===== src/design/sfp_pkg.sv =====
`timescale 1ns / 1ps

package sfp_pkg;

  // Receiver phase
  typedef enum logic [1:0] {
    PhHunt = 2'd0,
    PhLen  = 2'd1,
    PhSrc  = 2'd2,
    PhData = 2'd3
  } phase_e;

  // Result event codes
  typedef enum logic [2:0] {
    EvNone     = 3'd0,
    EvSensor   = 3'd1,
    EvSrc2     = 3'd2,
    EvOther    = 3'd3,
    EvBadStart = 3'd4,
    EvReject   = 3'd5
  } event_e;

  localparam logic [7:0] StartByte    = 8'hFF;
  localparam logic [7:0] SrcSensor    = 8'h01;
  localparam logic [7:0] SrcTwo       = 8'h02;
  localparam logic [7:0] MaxLenReset  = 8'd50;
  localparam int unsigned OutAxes     = 3;

endpackage


===== src/design/sensor_frame_parser.sv =====
`timescale 1ns / 1ps

// Byte-serial frame receiver for a sensor link. Each input word is one
// received byte; each accepted byte produces exactly one result word in
// the next cycle, and a new byte is taken every cycle as long as the result
// register is empty or being drained in the same cycle. The whole per-byte
// step (phase update, payload store write, axis assembly) sits between the
// input handshake and the result register, so throughput is one byte per
// clock while results drain. A frame is a 0xFF start byte, a length
// byte (rejected when above max_frame_length), a source byte, then
// max(length-1,1) payload bytes. On the last payload byte of a source 1
// frame the first 2*SENSOR_AXES payload bytes are reported as signed
// little-endian axis values; bytes beyond that are counted but not kept,
// and a short frame reuses bytes left by earlier frames (zero after reset).
// max_frame_length must only be written while no result is outstanding.
module sensor_frame_parser
  import sfp_pkg::*;
#(
  parameter int unsigned SENSOR_AXES = 3
) (
  input  logic               clk_i,
  input  logic               rst_ni,
  // configuration
  input  logic               cfg_we_i,
  input  logic [7:0]         cfg_data_i,
  // byte input
  input  logic               in_valid_i,
  output logic               in_ready_o,
  input  logic [7:0]         rx_byte_i,
  // result output
  output logic               out_valid_o,
  input  logic               out_ready_i,
  output logic [2:0]         event_code_o,
  output logic signed [15:0] sensor_x_o,
  output logic signed [15:0] sensor_y_o,
  output logic signed [15:0] sensor_z_o,
  output logic [7:0]         payload_count_o
);

  localparam int unsigned StoreDepth = 2 * SENSOR_AXES;
  localparam int unsigned IdxW       = $clog2(StoreDepth);

  // Frame state
  phase_e      phase_q, phase_d;
  logic [7:0]  max_len_q;
  logic [7:0]  frame_len_q, frame_len_d;
  logic [7:0]  byte_pos_q, byte_pos_d;
  logic [7:0]  frame_src_q, frame_src_d;
  logic [7:0]  store_q [StoreDepth];
  logic [7:0]  store_d [StoreDepth];

  // Result register
  logic        out_valid_q;
  event_e      event_q, event_d;
  logic [15:0] axis_q [OutAxes];
  logic [15:0] axis_d [OutAxes];
  logic [7:0]  count_q, count_d;

  logic        accept;
  logic [7:0]  pos_inc;
  logic [7:0]  need;
  logic        frame_done;

  // Take a new word whenever the result slot is free or drains this cycle.
  assign in_ready_o = !out_valid_q || out_ready_i;
  assign accept     = in_valid_i && in_ready_o;

  assign pos_inc    = byte_pos_q + 8'd1;
  // Length zero or one still takes one payload byte.
  assign need       = (frame_len_q > 8'd1) ? (frame_len_q - 8'd1) : 8'd1;
  assign frame_done = (pos_inc >= need);

  // Next phase
  always_comb begin
    phase_d = phase_q;
    case (phase_q)
      PhHunt: begin
        if (rx_byte_i == StartByte) phase_d = PhLen;
      end
      PhLen: begin
        phase_d = (rx_byte_i > max_len_q) ? PhHunt : PhSrc;
      end
      PhSrc: begin
        phase_d = PhData;
      end
      PhData: begin
        if (frame_done) phase_d = PhHunt;
      end
      default: phase_d = PhHunt;
    endcase
  end

  // Frame registers, payload store and result event
  always_comb begin
    frame_len_d = frame_len_q;
    byte_pos_d  = byte_pos_q;
    frame_src_d = frame_src_q;
    store_d     = store_q;
    event_d     = EvNone;
    count_d     = 8'd0;
    case (phase_q)
      PhHunt: begin
        if (rx_byte_i != StartByte) event_d = EvBadStart;
      end
      PhLen: begin
        frame_len_d = rx_byte_i;
        byte_pos_d  = 8'd0;
        if (rx_byte_i > max_len_q) event_d = EvReject;
      end
      PhSrc: begin
        frame_src_d = rx_byte_i;
      end
      PhData: begin
        // Keep only the bytes that feed the axes; count the rest.
        if (byte_pos_q < 8'(StoreDepth)) store_d[byte_pos_q[IdxW-1:0]] = rx_byte_i;
        byte_pos_d = pos_inc;
        if (frame_done) begin
          count_d = pos_inc;
          if (frame_src_q == SrcSensor)   event_d = EvSensor;
          else if (frame_src_q == SrcTwo) event_d = EvSrc2;
          else                            event_d = EvOther;
        end
      end
      default: event_d = EvNone;
    endcase
  end

  // Assemble axis words from the store as it stands after this byte.
  for (genvar a = 0; a < OutAxes; a++) begin : g_axis
    if (a < SENSOR_AXES) begin : g_live
      assign axis_d[a] = (event_d == EvSensor) ? {store_d[2*a+1], store_d[2*a]} : 16'd0;
    end else begin : g_none
      assign axis_d[a] = 16'd0;
    end
  end

  always_ff @(posedge clk_i or negedge rst_ni) begin
    if (!rst_ni) begin
      phase_q     <= PhHunt;
      max_len_q   <= MaxLenReset;
      frame_len_q <= 8'd0;
      byte_pos_q  <= 8'd0;
      frame_src_q <= 8'd0;
      out_valid_q <= 1'b0;
      for (int i = 0; i < StoreDepth; i++) store_q[i] <= 8'd0;
    end else begin
      if (cfg_we_i) max_len_q <= cfg_data_i;
      if (accept) begin
        phase_q     <= phase_d;
        frame_len_q <= frame_len_d;
        byte_pos_q  <= byte_pos_d;
        frame_src_q <= frame_src_d;
        store_q     <= store_d;
      end
      // Hold the result until it is taken; refill in the same cycle.
      if (accept)           out_valid_q <= 1'b1;
      else if (out_ready_i) out_valid_q <= 1'b0;
    end
  end

  // Result payload, loaded on accept only
  always_ff @(posedge clk_i) begin
    if (accept) begin
      event_q <= event_d;
      axis_q  <= axis_d;
      count_q <= count_d;
    end
  end

  assign out_valid_o     = out_valid_q;
  assign event_code_o    = event_q;
  assign sensor_x_o      = signed'(axis_q[0]);
  assign sensor_y_o      = signed'(axis_q[1]);
  assign sensor_z_o      = signed'(axis_q[2]);
  assign payload_count_o = count_q;

endmodule

===== config.mk =====
export PLATFORM = sky130hd
export DESIGN_NAME = sensor_frame_parser
export DESIGN_NICKNAME = d
export VERILOG_FILES = /design/src/design/sfp_pkg.sv /design/src/design/sensor_frame_parser.sv
export SDC_FILE = /design/constraint.sdc
export NUM_CORES = 1
export LEC_CHECK = 0
export CORE_ASPECT_RATIO = 1.5
export CORE_MARGIN = 3
export CORE_UTILIZATION = 35
export DETAILED_ROUTE_END_ITERATION = 10
export DONT_BUFFER_PORTS = 1
export HOLD_SLACK_MARGIN = 0.08
export SKIP_CTS_REPAIR_TIMING = 1
export SLEW_MARGIN = 15
export SYNTH_ARGS = -nofsm -noshare
export SYNTH_HDL_FRONTEND = slang
export SYNTH_SLANG_ARGS = --single-unit
export TNS_END_PERCENT = 100

===== constraint.sdc =====
create_clock -name clk_i -period 3.2 [get_ports clk_i]
set_input_delay 0.16 -clock clk_i [delete_from_list [all_inputs] [get_ports clk_i]]
set_output_delay 0.16 -clock clk_i [all_outputs]
set_load 0.01 [all_outputs]

==> metrics.txt <==
DR iter-0 viols 249; commonest non-fill, non-tap cell in the layout dfrtp_1; CTS sink cnt 142; Syn Area/Cell 13.32 um2; layout cells sized above 1 0.2619; post-synthesis cell area 6978 um2; core area 19390 um2; area post-placement 7246 um2; Required @ worst endpoint 3.36 ns; fin crit share 1.015; XOR/XNOR Fraction of Synth Area 0.01255; post-synth cell types 49; Slew headroom 0.4925; worst-skew pair later-pin latency 0.42 ns; hold slack 0.04486 ns; # diodes 0; Util after Layout 0.4343; Worst-Margin Slew 0.7588 ns; worst r2r path cells 13; complex-gate fraction of the synthesized area 0.03371; Die ar. 21700 um2; Async SR Flop Fraction 0.5845; adder-cell share of the synthesized area 0.03407; HP Class primary input to flip-flop; CP endpoint kind flip-flop; mux contribution to synthesized area 0.1963; CTS root buffer clkbuf_16; WHS Endpoint sensor_x_o[6]; first-pass GRT wire length 24300 um; Mapped Cells 524; startpoint types flip-flop; largest net degree at the start of global routing 84; Hold Crit Start rx_byte_i[6]; all-layer global routing usage 0.1482; Die W 121.3 um; crit path max fanout 6; total gr overflow 0; register area share after synthesis 0.5521; Post-DP HPWL 10340 um; Critical Path Most Common Cell or3_4; power per cell area 895.8 nW/um2; Worst VDD drop 0.4086 mV; failing checks setup timing; worst slack at placement 0.01670 ns; cells along the critical path or3_4 > or3_4 > or3_4 > nor3_2 > a21oi_1 > ha_1 > a41o_1 > a21oi_2 > o31ai_2 > nand4_1 > buf_6 > clkbuf_16 > nor3_2; Placer Congestion 0.8548; routed len/inst 20.72 um; CTS tree yes; # rows 62; Port Buffers 0; Chip Height 178.9 um; most frequent cells in the layout dfrtp_1 (80), edfxtp_1 (59), mux2i_1 (48), mux2_4 (48), nor2_1 (41); setup ws final -0.04902 ns; Nets 615; largest family of logic cells by synthesized area multiplexers; RSZ-0062 raised after global routing yes; Post-Synthesis Net Count 564; Hold Path Stages 2; Starting Density 0.3598; Worst R2R End sensor_z_o[8]; post-synthesis simple-gate area fraction 0.1375; Tmin final 3.249 ns; # DRC 0; DR pass1 iterations 4; Max Root-Sink Buffers 2; crit path kind flip-flop to flip-flop; launching point of the worst reg2reg path frame_len_q[4]; I/O pins 82; post-route cell area 8423 um2; Routed Antenna Nets 0; initial antenna violation count 0; Yosys reg bits 142; Lkg Pwr 0.003512 uW; Layout fillers 1815; area delta synth->final 20.71%; Synth warnings 0; TritonCTS buffer count 17; max cap viols 0; setup TNS -0.8544 ns; status complete, but fails checks; Worst Path Arrival 3.41 ns; endpoints failing setup 24; reg2reg setup slack -0.05 ns; vias per inst 5.014; fmax 0.3078 GHz; Worst-path clk slew 0.06 ns; Final Hold Fails 0; vias in the first global route 4209; pins over their slew limit 0; htree depth 4; Critical Path Max Stage Delay 0.39 ns; vias after detailed routing 4232; Final Skew 0.008897 ns; Post-synth EDFFs 59; Synth Flop Type dfrtp_1; Final Routed Wirelength 17490 um; CP max stage cell or3_4
[through the flow]
step           power, uW  std cells
6_report            7546        844
5_1_grt             7980        844
4_1_cts             7150        796
3_5_place_dp        5237        764
3_3_place_gp        5169        764
2_1_floorplan       4775        524
[worst max-delay path by stage]
stage,startpoint,end,slack (ns),depth (start not counted)
2_1_floorplan,frame_len_q[4],sensor_x_o[0],0.03,13
3_3_place_gp,frame_len_q[4],sensor_x_o[4],0.05,12
3_5_place_dp,frame_len_q[4],sensor_x_o[7],0.02,12
4_1_cts,frame_len_q[4],sensor_x_o[7],0.01,11
5_1_grt,frame_len_q[4],sensor_z_o[8],-0.18,12
6_report,frame_len_q[4],sensor_z_o[8],-0.05,13
[sequential cells by signal, indices dropped and copies added (netlist names), named ones only]
signal and flops:
byte_pos_q 8, event_code_o 3, frame_len_q 8, frame_src_q 8, max_len_q 8, out_valid_o 1
payload_count_o 8, phase_q 1, sensor_x_o 16, sensor_y_o 16, sensor_z_o 16, store_q 48
[cells by family (layout without fill, tap and decap cells)]
| family | count (synthesis) | in the layout |
|---|---|---|
| and+or+nand+nor | 157 | 157 |
| DFF | 142 | 142 |
| muxes | 111 | 111 |
| buffers and inverters | 46 | 110 |
| AOI/OAI and AO/OA | 39 | 39 |
| adders and majority gates | 19 | 19 |
| xor gates and xnor gates | 10 | 10 |
[layer usage]
metal,routed length (um),track usage,vias up
met5,0,0,-
met2,9423,0.2595,99
li1,-,-,1973
met4,450,0.05234,0
met3,563,0.03914,28
met1,7049,0.1747,2132
[report_power, final]
group	switching (uW)	internal [uW]	total, uW
combinational	1340	1550	2890
sequential	380	2390	2770
clock	791	1090	1880
[synth_stat cells (6+ instances only)]
cell type	count	area share
mux2_4	48	0.10
dfrtp_1	80	0.29
nor3_1	26	0.019
nor2_1	41	0.022
inv_1	18	0.0097
nand2b_1	7	0.0063
nor2b_1	6	0.0054
mux2_2	15	0.024
o21ai_0	20	0.014
nor3_4	6	0.014
mux2i_1	48	0.069
nand4_1	6	0.0054
nor2_8	6	0.017
ha_1	19	0.034
clkbuf_1	13	0.0070
edfxtp_1	59	0.25
buf_2	6	0.0043
or3_1	8	0.0072
nand2_1	29	0.016
a21oi_1	7	0.0050
[critical path, delay by kind of cell, from the launching register on]
kind | cells | cell delay (ns)
adders and majority gates | 1 | 0.33
AOI/OAI and AO/OA | 4 | 0.51
buffers and inverters | 2 | 0.34
DFF | 1 | 0.38
and+or+nand+nor | 6 | 1.43
[cell type report]
type                            instances  area (um2)  area share
Multi-Input combinational cell        336        2984      0.3543
Tap cell                              256       320.3     0.03803
Clock inverter                         13       112.6     0.01337
Inverter                               18       67.56    0.008021
Sequential cell                       142        3852      0.4574
Clock buffer                           19       442.9     0.05258
Timing Repair Buffer                   60       643.1     0.07635
(Power assumes the default switching activity.)
